File: src/rtl/assert_macros.svh
// Assertion macros shared by the RTL of the multiresolution cell lookup.
// No dependencies; included by files that carry concurrent checks.
`ifndef ASSERT_MACROS_SVH
`define ASSERT_MACROS_SVH

// Property must hold at every clock edge outside reset.
`define MCPL_ASSERT(lbl, clk_s, rstn_s, prop, msg) \
  lbl: assert property (@(posedge clk_s) disable iff (!rstn_s) (prop)) else $error(msg);

// Condition must never be seen at a clock edge outside reset.
`define MCPL_NEVER(lbl, clk_s, rstn_s, cond, msg) \
  `MCPL_ASSERT(lbl, clk_s, rstn_s, !(cond), msg)

`endif

File: src/rtl/mcpl_pkg.sv
// Package for the multiresolution cell lookup: command codes, status codes,
// fixed field widths and the result record. No dependencies.
`timescale 1ns / 1ps

package mcpl_pkg;

  localparam int LEVEL_W  = 5;
  localparam int VALUE_W  = 32;
  localparam int PCOORD_W = 16;
  localparam int PINDEX_W = 10;
  localparam int CMD_W    = 2;

  typedef enum logic [CMD_W-1:0] {
    CMD_CLEAR  = 2'd0,
    CMD_LOAD   = 2'd1,
    CMD_LOOKUP = 2'd2
  } cmd_t;

  localparam logic STATUS_OK   = 1'b0;
  localparam logic STATUS_FULL = 1'b1;

  typedef struct packed {
    logic                status;
    logic                found;
    logic [VALUE_W-1:0]  value;
    logic [LEVEL_W-1:0]  level;
    logic [PINDEX_W-1:0] index;
  } result_t;

endpackage

File: src/rtl/mcpl_load_fmt.sv
// Load formatting: saturates the level, applies the optional centre
// correction and snaps the corner to the level grid. Uses mcpl_pkg.
`timescale 1ns / 1ps

module mcpl_load_fmt #(
  parameter int COORD_BITS = 16
) (
  input  logic                         centre,
  input  logic [mcpl_pkg::LEVEL_W-1:0] level_in,
  input  logic [COORD_BITS-1:0]        cx,
  input  logic [COORD_BITS-1:0]        cy,
  input  logic [COORD_BITS-1:0]        cz,
  output logic [mcpl_pkg::LEVEL_W-1:0] level_out,
  output logic [COORD_BITS-1:0]        kx,
  output logic [COORD_BITS-1:0]        ky,
  output logic [COORD_BITS-1:0]        kz
);

  localparam logic [mcpl_pkg::LEVEL_W-1:0] LVL_MAX = mcpl_pkg::LEVEL_W'(COORD_BITS);
  localparam logic [COORD_BITS-1:0]        ONES    = '1;

  logic [mcpl_pkg::LEVEL_W-1:0] lvl;
  logic [mcpl_pkg::LEVEL_W-1:0] sh;
  logic [COORD_BITS-1:0]        mask;
  logic [COORD_BITS-1:0]        half;

  function automatic logic [COORD_BITS-1:0] snap(input logic [COORD_BITS-1:0] c,
                                                 input logic [COORD_BITS-1:0] h,
                                                 input logic [COORD_BITS-1:0] m);
    logic [COORD_BITS-1:0] d;
    d = (c >= h) ? (c - h) : '0;
    return d & m;
  endfunction

  always_comb begin
    lvl  = (level_in > LVL_MAX) ? LVL_MAX : level_in;
    sh   = LVL_MAX - lvl;
    mask = ONES << sh;
    half = '0;
    if (centre && (lvl < LVL_MAX)) begin
      half = COORD_BITS'(1) << (sh - mcpl_pkg::LEVEL_W'(1));
    end
  end

  assign level_out = lvl;
  assign kx = snap(cx, half, mask);
  assign ky = snap(cy, half, mask);
  assign kz = snap(cz, half, mask);

endmodule

File: config.mk
export PLATFORM = sky130hd
export DESIGN_NAME = mcpl_load_fmt
export DESIGN_NICKNAME = d
export VERILOG_FILES = /design/src/rtl/assert_macros.svh /design/src/rtl/mcpl_pkg.sv /design/src/rtl/mcpl_load_fmt.sv
export SDC_FILE = /design/constraint.sdc
export NUM_CORES = 1
export LEC_CHECK = 0
export ABC_CLOCK_PERIOD_IN_PS = 5150
export BUFFER_PORTS_ARGS = -buffer_cell sky130_fd_sc_hd__buf_2
export CAP_MARGIN = 20
export CORE_MARGIN = 2
export CORE_UTILIZATION = 45
export DETAILED_ROUTE_END_ITERATION = 16
export PLACE_DENSITY = 0.72
export SLEW_MARGIN = 20
export SYNTH_ARGS = -nofsm -noshare
export SYNTH_HDL_FRONTEND = slang
export SYNTH_SLANG_ARGS = --single-unit
File: constraint.sdc
create_clock -name vclk -period 5.15
set_input_delay 0.2575 -clock vclk [all_inputs]
set_output_delay 0.2575 -clock vclk [all_outputs]
set_load 0.005 [all_outputs]
==> out/metrics.cfg, run 1 <==
[synth]
synth_area_mm2 = 0.003316
ys_warn_count = 0
syn_nets = 598
synth_cells = 480
ys_seq_area_frac = 0
postSynthAreaPerCell_um2 = 6.908
synth_cell_type_count = 65

[floorplan]
fp.dieW_um = 89.84
core_region_area_mm2 = 0.007176
dieHeight_um = 89.84
die_area_mm2 = 0.008071
row_count = 31
initial_core_util = 0.4621
io_pins = 107

[finish]
seq_area_um2 = 0
seq_cells = 0
final_cell_count_no_fill = 677
drive_above_1_share = 0.2128
n_clock_buffer = 0
num-fill-cells = 745
mostFrequentLayoutCells = buf_2 (107), ha_1 (61), nand2_1 (53)
fin_nets = 698
finish.utilization = 0.5479
area_growth_pct = 18.57
layout.cells.most_common = buf_2
postLayoutCellArea_mm2 = 0.003931
antenna_cells = 0

[routing]
first_pass_iters = 5
wirelength_um = 11510
dr.first_iter.drc_count = 246
via_per_inst = 6.204
drc_errors = 0
vias = 4200
drtAntennaViolNets = 0
wl_per_cell_um = 16.99

[place]
gp_congestion = 0.9743
placed_cell_area_mm2 = 0.003928
portBuffers = 107
dp.cells = 677
preCtsSetupSlack_ps = 353.0
place_hpwl_um = 9751

[setup_path]
worstPathArrival_ps = 4560
path_max_fanout = 9
worstSetupPathType = primary input to output pin
cp-start-kind = primary input
required_ps = 4890
crit_path_end_kind = output pin

[min_path]
hold_path_class = primary input to output pin
holdPathEnd = level_out[4]
min_path_cells = 2
hold_path.startpoint = level_in[4]

[timing]
hold_viol_final = 0
final.period_utilization = 0.9363
setup_viol = 0
drv_slew = 0
fin_tns_setup_ps = 0
slew_headroom = 0.5427
fmax_mhz = 207.4
tightest_slew_ps = 678.8
holdWs_ps = 809.3
fin_crit_ps = 4822
grt_setup_unrepaired = false
fin_ws_ps = 328.0

[pwr]
p_leak_nw = 1.841
power_uw = 410.2
powerDensity_mw_per_mm2 = 104.4
peakVddDrop_mv = 0.04214

[global_routing]
grt_use_total = 0.2706
antenna_found_initial = 0
grt_max_degree = 16
grt_pass1_vias = 3870
grt_pass1_wl_um = 18510
grt_overflow = 0

[outcome]
run_status = completed

[run]
drv_cap = 0

[cts]
post_cts_buffers = 0

report_power, final:
group	leakage [nW]	switching [mW]	internal, mW
clock	0	0	0
combinational	1.84	0.239	0.171
sequential	0	0	0
total	1.84	0.239	0.171
Yosys cell counts, drive strengths merged (5+ instances only):
cell type	count	area (um2)
o211ai	6	50.05
nor4	9	56.30
a2111oi	5	45.04
nand3	12	60.06
o21ai	27	135.1
nor2b	6	37.54
ha	61	763.2
inv	22	82.58
xnor2	18	157.7
clkbuf	8	40.04
nor3b	5	37.54
nand2b	12	75.07
nor3	35	180.2
xor2	10	87.58
nor2	31	116.4
and3	10	67.56
a211oi	5	42.54
nand2	53	198.9
o21a	13	98.85
nand4	5	31.28
a21oi	37	185.2
a21o	21	157.7
worst max path at each step:
stage                           start  endpoint  slack [ps]  cells after the start
final                     level_in[4]    kx[11]         330                     17
after floorplan           level_in[4]    kz[14]         960                     17
after CTS                 level_in[4]    kx[11]         340                     18
after global routing      level_in[4]    kx[15]          10                     21
after detailed placement  level_in[4]    kx[11]         350                     18
after global placement    level_in[4]    kx[11]         460                     18
final cells by class:
class | instances | area (um2) | share of cell area
Timing Repair Buffer | 111 | 565.5 | 0.1439
Tap cell | 99 | 123.9 | 0.03151
Multi-Input combinational cell | 445 | 3159 | 0.8036
Inverter | 22 | 82.58 | 0.02101
kinds of logic (layout without fill, tap and decap cells):
family	after synthesis	count (layout)	share of synthesized area
and+or+nand+nor	196	196	0.3004
AOI/OAI and AO/OA	154	154	0.3185
adders and majority gates	64	64	0.2483
buffers and inverters	35	133	0.04830
xor gates and xnor gates	28	28	0.07396
muxes	3	3	0.01056
routing by layer:
| layer | part of all wire | track usage |
|---|---|---|
| met1 | 0.45 | 0.3754 |
| met2 | 0.46 | 0.4741 |
| met3 | 0.068 | 0.01006 |
| met4 | 0.017 | 0.04615 |
| met5 | 0 | 0 |
worst max-delay path, stage by stage:
cell and delay (ps):
buf_2 150, nand2b_1 230, ha_1 290, and3_1 180, ha_1 330, or4_1 520, nand3_1 130, nor2_1 90
nand2_1 370, ha_1 340, nor2b_1 130, o21ai_1 170, a21boi_1 110, o21ai_1 260, a21oi_2 170, a2111oi_0 620
buf_2 220
timing repair:
action | CTS | global route
gates resized for setup | 0 | 1
endpoints found under the setup margin | 0 | 1
hold buffers | 0 | 0
Note: power is estimated with default switching activity, not from simulation.
==> run 2: changes to the inputs <==
--- a/config.mk
+++ b/config.mk
@@ -5,13 +5,15 @@
 export SDC_FILE = /design/constraint.sdc
 export NUM_CORES = 1
 export LEC_CHECK = 0
+export ABC_AREA = 0
 export ABC_CLOCK_PERIOD_IN_PS = 5150
 export BUFFER_PORTS_ARGS = -buffer_cell sky130_fd_sc_hd__buf_2
 export CAP_MARGIN = 20
+export CORE_ASPECT_RATIO = 0.7
 export CORE_MARGIN = 2
-export CORE_UTILIZATION = 45
+export CORE_UTILIZATION = 55
 export DETAILED_ROUTE_END_ITERATION = 16
-export PLACE_DENSITY = 0.72
+export PLACE_DENSITY = 0.86
 export SLEW_MARGIN = 20
 export SYNTH_ARGS = -nofsm -noshare
 export SYNTH_HDL_FRONTEND = slang
==> run 2 against run 1 <==
Non-clock buffer count grew 2. Critical path type unchanged. Wire length is 0.69% higher. Sequential share of layout area stayed put. Critical endpoint is now kx[2]. Largest power group unchanged.
==> out/metrics.cfg, run 2 (synthesis gave the netlist of run 1 again) <==
[outcome]
run_status = completed  ; unchanged

[setup_path]
crit_family = simple AND/OR/NAND/NOR gates  ; unchanged
worstSetupPathType = primary input to output pin  ; unchanged
cp-start-kind = primary input  ; unchanged
slowest_stage = or4_1  ; was a2111oi_0
worstPathArrival_ps = 4610  ; was 4560 ps
required_ps = 4890  ; about the same
slowest_delay_ps = 510  ; was 620 ps
crit_path_frequent_cell = ha_1  ; unchanged
path_max_fanout = 9  ; unchanged
crit_path_end_kind = output pin  ; unchanged
cp_cell_sequence = buf_2 > nand2b_1 > ha_1 > and3_1 > ha_1 > or4_1 > nand3_1 > nor2_1 > nand2_1 > ha_1 > a21oi_1 > a31oi_1 > a211oi_1 > o21ai_1 > a221oi_1 > buf_4 > nand2b_1 > nor3_1 > buf_2  ; was buf_2 > nand2b_1 > ha_1 > and3_1 > ha_1 > or4_1 > nand3_1 > nor2_1 > nand2_1 > ha_1 > nor2b_1 > o21ai_1 > a21boi_1 > o21ai_1 > a21oi_2 > a2111oi_0 > buf_2
crit_buf_inv = 3  ; was 2

[run]
drv_cap = 0  ; unchanged

[timing]
fin_tns_setup_ps = 0  ; unchanged
grt_setup_unrepaired = false  ; unchanged
drv_slew = 0  ; unchanged
hold_viol_final = 0  ; unchanged
setup_viol = 0  ; unchanged
slew_headroom = 0.4944  ; was 0.5427
tightest_slew_ps = 750.5  ; was 678.8 ps
fmax_mhz = 205.3  ; was 207.4 MHz
final.period_utilization = 0.9457  ; was 0.9363
fin_crit_ps = 4871  ; was 4822 ps

[min_path]
hold_path_class = primary input to output pin  ; unchanged

[floorplan]
die_area_mm2 = 0.006675  ; was 0.008071 mm2
initial_core_util = 0.5732  ; was 0.4621
io_pins = 107  ; unchanged
fp.dieW_um = 96.80  ; was 89.84 um
core_region_area_mm2 = 0.005784  ; was 0.007176 mm2
dieHeight_um = 68.96  ; was 89.84 um
row_count = 23  ; was 31

[place]
portBuffers = 107  ; unchanged
gp_congestion = 1.015  ; was 0.9743
place_hpwl_um = 9781  ; was 9751 um
placed_cell_area_mm2 = 0.003925  ; was 0.003928 mm2

[global_routing]
grt_overflow = 0  ; unchanged
antenna_found_initial = 0  ; unchanged
grt_pass1_wl_um = 17980  ; was 18,510 um
grt_pass1_vias = 3638  ; was 3,870
grt_max_degree = 16  ; unchanged
grt_use_total = 0.3294  ; was 0.2706

[finish]
n_clock_buffer = 0  ; unchanged
drive_above_1_share = 0.2138  ; was 0.2128
finish.utilization = 0.6786  ; was 0.5479
seq_cells = 0  ; unchanged
seq_area_um2 = 0  ; unchanged
postLayoutCellArea_mm2 = 0.003925  ; was 0.003931 mm2
area_growth_pct = 18.38  ; was 18.57%
fin_nets = 700  ; was 698
num-fill-cells = 512  ; was 745
mostFrequentLayoutCells = buf_2 (107), ha_1 (61), nand2_1 (53)  ; unchanged
layout.cells.most_common = buf_2  ; unchanged
antenna_cells = 0  ; unchanged

[routing]
drtAntennaViolNets = 0  ; unchanged
first_pass_iters = 5  ; unchanged
dr.first_iter.drc_count = 426  ; was 246
wl_per_cell_um = 17.69  ; was 16.99 um
via_per_inst = 6.466  ; was 6.204
wirelength_um = 11580  ; was 11,510 um
vias = 4235  ; was 4,200
drc_errors = 0  ; unchanged

[pwr]
power_uw = 421.7  ; was 410.2 uW
powerDensity_mw_per_mm2 = 107.4  ; was 104.4 mW/mm2
peakVddDrop_mv = 0.05198  ; was 0.04214 mV
p_leak_nw = 1.854  ; was 1.841 nW

[cts]
cts_resized = 0  ; unchanged
post_cts_buffers = 0  ; unchanged
ctsHoldBuffers = 0  ; unchanged

-- run 2: final timing paths --
path / start / end / depth (start not counted) / slack, ps
max: level_in[4] / kx[2] / 19 / 280
min: level_in[4] / level_out[4] / 2 / 800
-- run 2: layout make-up --
type / instances / area, um2 / share of cell area
Tap cell: 75 / 93.84 / 0.02391
Timing Repair Buffer: 113 / 593.1 / 0.1511
Multi-Input combinational cell: 445 / 3156 / 0.8040
Inverter: 22 / 82.58 / 0.02104
-- run 2: metal layers --
layer	vias up	global-route usage	part of all wire	wire [um]
met4	0	0.04401	0.014	164
met5	-	0	0	0
met2	273	0.5451	0.42	4909
met1	1937	0.4795	0.44	5104
met3	18	0.03024	0.12	1406
li1	2007	-	-	-
-- run 2: metrics by stage --
step,std cells,setup WS [ps],hold WS (ps)
6_report,655,279.5,797.8
5_1_grt,655,67.22,808.6
4_1_cts,655,391.3,793.5
3_5_place_dp,655,406.9,793.3
3_3_place_gp,655,561.1,787.8
2_1_floorplan,480,960.4,607.4
-- run 2: power breakdown --
part           internal, mW  switching, mW  leakage, nW
registers                 0              0            0
logic                 0.176          0.246         1.85
clock network             0              0            0
