File: config.mk
export PLATFORM = sky130hd
export DESIGN_NAME = mcpl_cell_match
export DESIGN_NICKNAME = d
export VERILOG_FILES = /design/src/rtl/assert_macros.svh /design/src/rtl/mcpl_pkg.sv /design/src/rtl/mcpl_cell_match.sv
export SDC_FILE = /design/constraint.sdc
export NUM_CORES = 1
export LEC_CHECK = 0
export BUFFER_PORTS_ARGS = -buffer_cell sky130_fd_sc_hd__buf_4
export CAP_MARGIN = 30
export CORE_ASPECT_RATIO = 0.7
export CORE_MARGIN = 4
export CORE_UTILIZATION = 51
export DETAILED_ROUTE_END_ITERATION = 12
export PLACE_DENSITY_LB_ADDON = 0.08
export SYNTH_ARGS = -nofsm -noshare
export SYNTH_HDL_FRONTEND = slang
export SYNTH_SLANG_ARGS = --single-unit
export TNS_END_PERCENT = 1
File: constraint.sdc
create_clock -name vclk -period 4.4
set_clock_uncertainty 0.2 [all_clocks]
set_input_delay 0.22 -clock vclk [all_inputs]
set_output_delay 0.22 -clock vclk [all_outputs]
set_load 0.01 [all_outputs]
File: src/rtl/assert_macros.svh
// Assertion macros shared by the RTL of the multiresolution cell lookup.
// No dependencies; included by files that carry concurrent checks.
`ifndef ASSERT_MACROS_SVH
`define ASSERT_MACROS_SVH

// Property must hold at every clock edge outside reset.
`define MCPL_ASSERT(lbl, clk_s, rstn_s, prop, msg) \
  lbl: assert property (@(posedge clk_s) disable iff (!rstn_s) (prop)) else $error(msg);

// Condition must never be seen at a clock edge outside reset.
`define MCPL_NEVER(lbl, clk_s, rstn_s, cond, msg) \
  `MCPL_ASSERT(lbl, clk_s, rstn_s, !(cond), msg)

`endif

File: src/rtl/mcpl_pkg.sv
// Package for the multiresolution cell lookup: command codes, status codes,
// fixed field widths and the result record. No dependencies.
`timescale 1ns / 1ps

package mcpl_pkg;

  localparam int LEVEL_W  = 5;
  localparam int VALUE_W  = 32;
  localparam int PCOORD_W = 16;
  localparam int PINDEX_W = 10;
  localparam int CMD_W    = 2;

  typedef enum logic [CMD_W-1:0] {
    CMD_CLEAR  = 2'd0,
    CMD_LOAD   = 2'd1,
    CMD_LOOKUP = 2'd2
  } cmd_t;

  localparam logic STATUS_OK   = 1'b0;
  localparam logic STATUS_FULL = 1'b1;

  typedef struct packed {
    logic                status;
    logic                found;
    logic [VALUE_W-1:0]  value;
    logic [LEVEL_W-1:0]  level;
    logic [PINDEX_W-1:0] index;
  } result_t;

endpackage

File: src/rtl/mcpl_cell_match.sv
// Containment test of a query point against one stored cell key.
// Uses mcpl_pkg for the level width.
`timescale 1ns / 1ps

module mcpl_cell_match #(
  parameter int COORD_BITS = 16
) (
  input  logic [COORD_BITS-1:0]        qx,
  input  logic [COORD_BITS-1:0]        qy,
  input  logic [COORD_BITS-1:0]        qz,
  input  logic [mcpl_pkg::LEVEL_W-1:0] level,
  input  logic [COORD_BITS-1:0]        kx,
  input  logic [COORD_BITS-1:0]        ky,
  input  logic [COORD_BITS-1:0]        kz,
  output logic                         hit
);

  localparam logic [mcpl_pkg::LEVEL_W-1:0] LVL_MAX = mcpl_pkg::LEVEL_W'(COORD_BITS);
  localparam logic [COORD_BITS-1:0]        ONES    = '1;

  logic [COORD_BITS-1:0] mask;

  assign mask = ONES << (LVL_MAX - level);
  assign hit  = ((qx & mask) == kx) && ((qy & mask) == ky) && ((qz & mask) == kz);

endmodule

==> run summary, run 1 <==
================================================================================
Status                                                              complete, no violations
Maximum clock rate                                                     0.255 GHz
GR met2 Demand/Resource                                                    46.0%
Buffers added on ports                                                       102
Cell area after layout                                                  2570 um2
Maximum fanout encountered on the critical timing path                        22
Largest voltage drop on the vdd net                                  0.0000753 V
Mean routed wirelength per cell                                          17.4 um
Setup Fix Bufs, Post-CTS                                                       0
Clock buffer instance count of the final layout                                0
Signal arrival time at the worst endpoint                                3500 ps
Cell accounting for the most synthesized area                       sky130_fd_sc_hd__xnor2_1
Number of global-route vias before repair                                   2336
Time the final worst path needs with I/O delays and setup                3920 ps
RePlAce Congestion                                                          1.01
Fraction of synthesized cell area taken by the top area cell type          6.25%
Category of the worst setup path launch point                          input pin
Leading cell types by count after synthesis                         sky130_fd_sc_hd__inv_1 (25), sky130_fd_sc_hd__nand2_1 (21), sky130_fd_sc_hd__nor2_1 (18)
Floorplan core area                                                     3280 um2
Fraction of the yosys area taken by sequential cells                          0%
Library cells used by synthesis                                               75
Fraction of layout instances using a drive strength above 1                31.9%
Ratio of routed vias to standard cells                                      6.28
Share of the cycle needed by the critical path after routing               89.1%
Worst setup EP type                                                   output pin
Reported leakage power                                                   1.10 nW
Fin Setup TNS                                                               0 ps
Hold Path Cell Cnt                                                             5
Via total after detailed routing                                            2600
Largest net degree at the start of global routing                             23
Ys Warns                                                                       0
Die H                                                                    58.0 um
Die extent in x                                                          79.4 um
Global Route met1 Usage                                                    41.6%
Critical path required time                                              3980 ps
Total power draw                                                        0.243 mW
1st-iter DRT viols                                                           295
Final wirelength                                                         7220 um
Max Cap Violations                                                             0
Startpoint-to-endpoint class of the critical path                         in2out
Kind of path behind the tightest hold check                               in2out
First-pass GRT wire length                                              10900 um
Final hold viol count                                                          0
Post-Place Cell Area                                                    2570 um2
Max-slew violation count                                                       0
Post-CTS resize count                                                          0
Combined area of all synthesized cells                                  1820 um2
Number of nets in the layout                                                 473
Aggregate global routing overflow                                              0
Largest cells by area after synthesis                               sky130_fd_sc_hd__xnor2_1 (6.3%), sky130_fd_sc_hd__inv_1 (5.2%), sky130_fd_sc_hd__o21ai_0 (4.4%)
Global-route total usage across every layer                                29.2%
Worst slew margin relative to its limit                                    47.7%
DP Cell Count                                                                414
Drt first pass iters                                                           5
Syn nets                                                                     382
Register Area                                                              0 um2
Final setup violation count                                                    0
Die ar.                                                                 4600 um2
Most common cell in the synthesized netlist                         sky130_fd_sc_hd__inv_1
Antenna diode count                                                            0
Mapped Avg Cell Area                                                    6.55 um2
Hpwl dp                                                                  6130 um
Layout overhead on the synthesized area                                    41.2%
Count of boundary I/O pins                                                   102
Setup repair after global routing missed its margin                        false
CTS Hold Bufs                                                                  0
Final sequential cell count                                                    0
# rows                                                                        17
Gate Count Post-Synth                                                        278
Final antenna-violating net count                                              0
Slew at the pin closest to its max-slew limit                             765 ps
Post-Layout Cell Count                                                       414
Starting density of the core                                               55.6%
Remaining DRCs                                                                 0
Antenna violations before repair                                               0
Busiest metal layer after global routing                                    met2
PD cells                                                             94.5 nW/um2
GR Layer Usage met3                                                        5.59%
================================================================================
-- logic make-up (layout without fill, tap and decap cells) --
kind of cell    count (synthesis)  in the layout  share of synthesized area [%]
xor+xnor                       16             16                           7.70
simple gates                  120            120                           39.5
buf+inv                        38            127                           9.21
mux                             4              4                           2.27
compound gates                 97             97                           39.3
fa+ha+maj                       3              3                           2.06
-- layout by cell type (no fill, tap or decap), types with 4 or more instances in the layout --
cell,count
sky130_fd_sc_hd__nand2_1,21
sky130_fd_sc_hd__nand2b_1,11
sky130_fd_sc_hd__nand4_1,4
sky130_fd_sc_hd__o31ai_1,4
sky130_fd_sc_hd__nor3_1,7
sky130_fd_sc_hd__o21ai_0,16
sky130_fd_sc_hd__o22ai_1,7
sky130_fd_sc_hd__nor2_1,18
sky130_fd_sc_hd__xnor2_1,13
sky130_fd_sc_hd__o211ai_1,6
sky130_fd_sc_hd__inv_1,25
sky130_fd_sc_hd__nand3_1,15
sky130_fd_sc_hd__nor2b_1,7
sky130_fd_sc_hd__a31oi_1,6
sky130_fd_sc_hd__a21oi_1,10
sky130_fd_sc_hd__a211oi_1,5
sky130_fd_sc_hd__buf_4,102
-- layer usage --
| metal | vias up | wire length (um) | share of wire, % |
|---|---|---|---|
| met5 | - | 0 | 0 |
| met4 | 0 | 95 | 1.3 |
| met3 | 14 | 928 | 13 |
| met1 | 1144 | 3070 | 43 |
| met2 | 197 | 3120 | 43 |
| li1 | 1245 | - | - |
-- path summary, 6_finish.rpt --
| kind | to | slack [ps] | start |
|---|---|---|---|
| max | hit | 480 | level[1] |
| min | hit | 650 | kz[14] |
-- layout make-up --
| cell class | count | area [um2] |
|---|---|---|
| Timing Repair Buffer | 102 | 766 |
| Multi-Input combinational cell | 240 | 1650 |
| Fill cell | 269 | 704 |
| Tap cell | 47 | 58.8 |
| Inverter | 25 | 93.8 |
-- where the power goes --
part / internal, mW / leakage, nW / switching, mW / total, mW
logic: 0.122 / 1.10 / 0.121 / 0.243
clock network: 0 / 0 / 0 / 0
registers: 0 / 0 / 0 / 0
-- critical path, stage by stage --
cell and delay, ps:
sky130_fd_sc_hd__buf_4 150, sky130_fd_sc_hd__inv_1 100, sky130_fd_sc_hd__ha_1 650, sky130_fd_sc_hd__nand2b_1 420, sky130_fd_sc_hd__a221oi_1 410, sky130_fd_sc_hd__a22oi_1 160, sky130_fd_sc_hd__mux2i_1 280, sky130_fd_sc_hd__o211ai_1 150
sky130_fd_sc_hd__or4_1 570, sky130_fd_sc_hd__nor4_2 220, sky130_fd_sc_hd__buf_4 180
-- stage by stage --
| step | utilization (%) | setup slack, ps | hold slack [ps] |
|---|---|---|---|
| finish | 78.5 | 480 | 654 |
| global route | 78.5 | 313 | 679 |
| CTS | 78.5 | 594 | 655 |
| detailed placement | 78.5 | 595 | 654 |
| global placement | 78.5 | 684 | 651 |
| floorplan | - | 1320 | 410 |
No activity file was read; power rests on OpenSTA's default activity.
==> run 2: changes to the inputs <==
--- a/config.mk
+++ b/config.mk
@@ -9,7 +9,7 @@
 export CAP_MARGIN = 30
 export CORE_ASPECT_RATIO = 0.7
 export CORE_MARGIN = 4
-export CORE_UTILIZATION = 51
+export CORE_UTILIZATION = 47
 export DETAILED_ROUTE_END_ITERATION = 12
 export PLACE_DENSITY_LB_ADDON = 0.08
 export SYNTH_ARGS = -nofsm -noshare
==> constraint.sdc (replaced) <==
create_clock -name vclk -period 3.9
set_clock_uncertainty 0.2 [all_clocks]
set_input_delay 0.195 -clock vclk [all_inputs]
set_output_delay 0.195 -clock vclk [all_outputs]
set_load 0.01 [all_outputs]
==> run summary, run 2 (synthesis results as in run 1) <==
===========================================================================
Reported leakage power                                              1.12 nW   +1.1%
Via total after detailed routing                                       2573   -1.0%
Cell area after layout                                             2600 um2   +1.1%
Antenna violations before repair                                          0   unchanged
Critical path required time                                         3500 ps   -480 ps
Ratio of routed vias to standard cells                                 6.13   -2.5%
Post-Place Cell Area                                               2600 um2   +1.0%
Final sequential cell count                                               0   unchanged
Maximum clock rate                                                0.279 GHz
# rows                                                                   18   +1
Hpwl dp                                                             6080 um   -0.80%
Leading cell type in the layout, fill and taps excluded        sky130_fd_sc_hd__buf_4
Status                                                         complete, no violations
Clock buffer instance count of the final layout                           0   unchanged
Global-route total usage across every layer                           27.5%   -1.8 points
Register Area                                                         0 um2   unchanged
Hold path start                                                      kz[14]
Setup Fix Bufs, Post-CTS                                                  0   unchanged
Starting density of the core                                          50.2%   -5.4 points
Layout overhead on the synthesized area                               42.8%
CTS Hold Bufs                                                             0   unchanged
Die extent in x                                                     82.4 um   +3.7%
Max Cap Violations                                                        0   unchanged
PD cells                                                         106 nW/um2   +13%
Endpoint of the worst hold path                                         hit
DP Cell Count                                                           420   +1.4%
Number of global-route vias before repair                              2278   -2.5%
Worst slew margin relative to its limit                               42.2%   -5.5 points
Count of boundary I/O pins                                              102   unchanged
First-pass GRT wire length                                         10700 um   -1.9%
Max-slew violation count                                                  0   unchanged
Maximum fanout encountered on the critical timing path                   22   unchanged
Drt first pass iters                                                      6   +1
Startpoint-to-endpoint class of the critical path                    in2out
Floorplan core area                                                3630 um2   +11%
Largest voltage drop on the vdd net                             0.0000648 V   -14%
Final hold viol count                                                     0   unchanged
Buffers added on ports                                                  102   unchanged
Signal arrival time at the worst endpoint                           3190 ps   -310 ps
Final antenna-violating net count                                         0   unchanged
Aggregate global routing overflow                                         0   unchanged
Setup repair after global routing missed its margin                   false
Largest net degree at the start of global routing                        23   unchanged
Final wirelength                                                    7180 um   -0.53%
Antenna diode count                                                       0   unchanged
Worst setup EP type                                              output pin
Mean routed wirelength per cell                                     17.1 um   -1.9%
Final setup violation count                                               0   unchanged
Hold Path Cell Cnt                                                        5   unchanged
Fraction of layout instances using a drive strength above 1           32.7%   +0.82 points
Number of nets in the layout                                            476   +0.63%
Fin Setup TNS                                                          0 ps   unchanged
Remaining DRCs                                                            0   unchanged
Kind of path behind the tightest hold check                          in2out
Post-Layout Cell Count                                                  420   +1.4%
Die H                                                               60.1 um   +3.6%
Final core utilization                                                71.7%   -6.8 points
Slew at the pin closest to its max-slew limit                        845 ps   +80.0 ps
1st-iter DRT viols                                                      198   -33%
Die ar.                                                            4950 um2   +7.5%
Most frequent cells in the layout                              sky130_fd_sc_hd__buf_4 (105), sky130_fd_sc_hd__inv_1 (25), sky130_fd_sc_hd__nand2_1 (21)
RePlAce Congestion                                                     1.00   -0.67%
Time the final worst path needs with I/O delays and setup           3580 ps
Share of the cycle needed by the critical path after routing          91.8%
Category of the worst setup path launch point                     input pin
===========================================================================
==> run 2: cell count changes in the layout (fill, tap and decap cells not counted), sizes merged <==
cell / delta
buf: +3
==> run 2: worst max path at each step <==
stage	from	endpoint	slack [ps]
final	level[1]	hit	320
after global routing	level[1]	hit	160
after CTS	level[1]	hit	190
after detailed placement	level[1]	hit	190
after global placement	level[1]	hit	280
after floorplan	level[0]	hit	870
==> run 2: final cells by class <==
| type | instances | area (um2) |
|---|---|---|
| inverter | 25 | 93.8 |
| fill | 307 | 1030 |
| timing repair buffer | 105 | 788 |
| multi-input combinational | 240 | 1660 |
| tap | 50 | 62.6 |
==> run 2: through the flow <==
stage / setup WS (ps) / hold WS (ps) / total power, mW
floorplan: 866 / 360 / 0.141
global placement: 275 / 605 / 0.267
detailed placement: 190 / 594 / 0.269
CTS: 187 / 595 / 0.270
global route: 155 / 612 / 0.298
finish: 318 / 593 / 0.277
==> run 2: repair_timing <==
action,4_1_cts,5_1_grt
setup endpoints to repair,0,1
resized for setup,0,1
hold endpoints to repair,0,0
==> run 2: power breakdown <==
part           internal (mW)  switching [mW]  leakage, nW
Clock                      0               0            0
Sequential                 0               0            0
Combinational          0.140           0.136         1.12
Total                  0.140           0.136         1.12
==> run 2: worst max-delay path, stage by stage <==
cell and delay, ps:
sky130_fd_sc_hd__buf_4 150, sky130_fd_sc_hd__inv_1 100, sky130_fd_sc_hd__ha_2 430, sky130_fd_sc_hd__nor4b_1 390, sky130_fd_sc_hd__a21oi_1 180, sky130_fd_sc_hd__a211oi_1 280
sky130_fd_sc_hd__o211ai_1 130, sky130_fd_sc_hd__a2111oi_0 550, sky130_fd_sc_hd__nand4_1 260, sky130_fd_sc_hd__nor4_2 340, sky130_fd_sc_hd__buf_4 170
==> run 2: per-layer routing <==
metal	wire [um]	part of all wire [%]	track usage, %	vias to the layer above
li1	-	-	-	1254
met1	3240	45	41.4	1159
met2	3100	43	43.0	155
met3	817	11	4.37	5
met4	19	0.26	0.237	0
met5	0	0	0	-
==> run 3: changes to the inputs <==
--- a/config.mk
+++ b/config.mk
@@ -7,9 +7,11 @@
 export LEC_CHECK = 0
 export BUFFER_PORTS_ARGS = -buffer_cell sky130_fd_sc_hd__buf_4
 export CAP_MARGIN = 30
+export CELL_PAD_IN_SITES_DETAIL_PLACEMENT = 1
+export CELL_PAD_IN_SITES_GLOBAL_PLACEMENT = 1
 export CORE_ASPECT_RATIO = 0.7
 export CORE_MARGIN = 4
-export CORE_UTILIZATION = 47
+export CORE_UTILIZATION = 31
 export DETAILED_ROUTE_END_ITERATION = 12
 export PLACE_DENSITY_LB_ADDON = 0.08
 export SYNTH_ARGS = -nofsm -noshare
==> run summary, run 3 (synthesis results as in run 1) <==
===========================================================================
Status                                                         complete, no violations
Setup Fix Bufs, Post-CTS                                                  0   unchanged
Post-Place Setup Slack                                               147 ps   -43.5 ps
Die H                                                               72.1 um   +20%
Clock Power Share                                                        0%   unchanged
Starting density of the core                                          31.9%   -18 points
Max Cap Violations                                                        0   unchanged
Internal power                                                     0.141 mW   +0.26%
Register Area                                                         0 um2   unchanged
CTS Hold Bufs                                                             0   unchanged
Setup repair after global routing missed its margin                   false
1st-iter DRT viols                                                      172   -13%
# rows                                                                   23   +5
Largest voltage drop on the vdd net                             0.0000328 V   -49%
Series of cell instances along the critical path               buf_4 > inv_1 > ha_2 > buf_4 > xnor2_1 > a32o_1 > o211a_1 > o32ai_1 > nand4_1 > or4_1 > nor4_2 > buf_4
Slew at the pin closest to its max-slew limit                        894 ps   +48.6 ps
Critical path's slowest cell                                   sky130_fd_sc_hd__or4_1
Reported leakage power                                              1.12 nW   about the same
Signal arrival time at the worst endpoint                           3170 ps   -20 ps
Global-route total usage across every layer                           22.5%   -5.0 points
Slowest cell delay on critical path                                  570 ps   +20 ps
Switching part of the total                                           50.5%   +1.2 points
Post-route setup slack                                               336 ps   +17.2 ps
Via total after detailed routing                                       2579   +0.23%
Floorplan core area                                                5700 um2   +57%
Aggregate global routing overflow                                         0   unchanged
Die ar.                                                            7180 um2   +45%
Final hold viol count                                                     0   unchanged
Layout overhead on the synthesized area                               44.5%
Final wirelength                                                    8540 um   +19%
Post-Layout Cell Count                                                  445   +6.0%
RePlAce Congestion                                                    0.960   -4.2%
Die extent in x                                                     99.6 um   +21%
Cell area after layout                                             2630 um2   +1.2%
Net switching power                                                0.144 mW   +5.2%
Ratio of routed vias to standard cells                                 5.80   -5.4%
Startpoint-to-endpoint class of the critical path                    in2out
Worst setup EP type                                              output pin
Maximum fanout encountered on the critical timing path                   18   -18%
Fraction of layout instances using a drive strength above 1           32.7%   unchanged
Post-Place Cell Area                                               2630 um2   +1.2%
Delay-heaviest family, CP                                      simple AND/OR/NAND/NOR gates
PD cells                                                         108 nW/um2   +1.5%
Final sequential cell count                                               0   unchanged
Leading cell type in the layout, fill and taps excluded        sky130_fd_sc_hd__buf_4
Portion of total power attributed to sequential cells                    0%   unchanged
Largest net degree at the start of global routing                        22   -4.3%
Drt first pass iters                                                      5   -1
First-pass GRT wire length                                         13300 um   +24%
Combinational share of power                                         100.0%   about the same
Clock buffer instance count of the final layout                           0   unchanged
Time the final worst path needs with I/O delays and setup           3560 ps   -17.2 ps
Critical path required time                                         3500 ps   about the same
Number of global-route vias before repair                              2620   +15%
Remaining DRCs                                                            0   unchanged
Maximum clock rate                                                0.281 GHz   +0.48%
Buffers added on ports                                                  102   unchanged
Max-slew violation count                                                  0   unchanged
DP Cell Count                                                           445   +6.0%
Mean routed wirelength per cell                                     19.2 um   +12%
Antenna violations before repair                                          0   unchanged
Category of the worst setup path launch point                     input pin
Final core utilization                                                46.2%   -26 points
Antenna diode count                                                       0   unchanged
Number of nets in the layout                                            476   unchanged
Count of boundary I/O pins                                              102   unchanged
Buffers & Inverters on Critical Path                                      4   +1
Share of the cycle needed by the critical path after routing          91.4%   -0.44 points
CP most frequent cell                                          sky130_fd_sc_hd__buf_4
Kind of path behind the tightest hold check                          in2out
Fin Setup TNS                                                          0 ps   unchanged
Most frequent cells in the layout                              sky130_fd_sc_hd__buf_4 (105), sky130_fd_sc_hd__inv_1 (25), sky130_fd_sc_hd__nand2_1 (21)
Final setup violation count                                               0   unchanged
Final antenna-violating net count                                         0   unchanged
Hpwl dp                                                             7450 um   +23%
Worst slew margin relative to its limit                               38.9%   -3.3 points
===========================================================================
[run 3: cell counts in the layout (fill, tap and decap cells not counted)]
Identical to the previous run, type by type.
[run 3: final timing paths]
kind                  startpoint   to  slack [ps]  cells after the start
worst min-delay path      kz[14]  hit         640                      5
worst max-delay path    level[1]  hit         340                     12
[run 3: cell type report]
| cell class | instances | area (um2) |
|---|---|---|
| Tap cell | 75 | 93.8 |
| Inverter | 25 | 93.8 |
| Multi-Input combinational cell | 240 | 1660 |
| Fill cell | 775 | 3070 |
| Timing Repair Buffer | 105 | 788 |
[run 3: repair_timing]
item | in CTS | in global routing
endpoints found under the hold margin | 0 | 0
setup endpoints to repair | 0 | 1
gates resized for setup | 0 | 1
[run 3: metal layers]
layer	routed length [um]	vias to the layer above	GRT usage, %
met5	0	-	0
met4	68	0	2.27
met3	796	8	3.17
met2	3870	101	37.3
met1	3810	1225	32.0
li1	-	1245	-
[run 3: power by group through the flow]
stage,Clock (mW),Combinational (mW),Sequential [mW]
floorplan,0,0.141,0
global placement,0,0.274,0
detailed placement,0,0.280,0
CTS,0,0.281,0
global route,0,0.309,0
finish,0,0.284,0
[run 3: stage by stage]
stage / total power [mW] / hold WS (ps)
2_1_floorplan: 0.141 / 360
3_3_place_gp: 0.274 / 622
3_5_place_dp: 0.280 / 643
4_1_cts: 0.281 / 644
5_1_grt: 0.309 / 661
6_report: 0.284 / 639
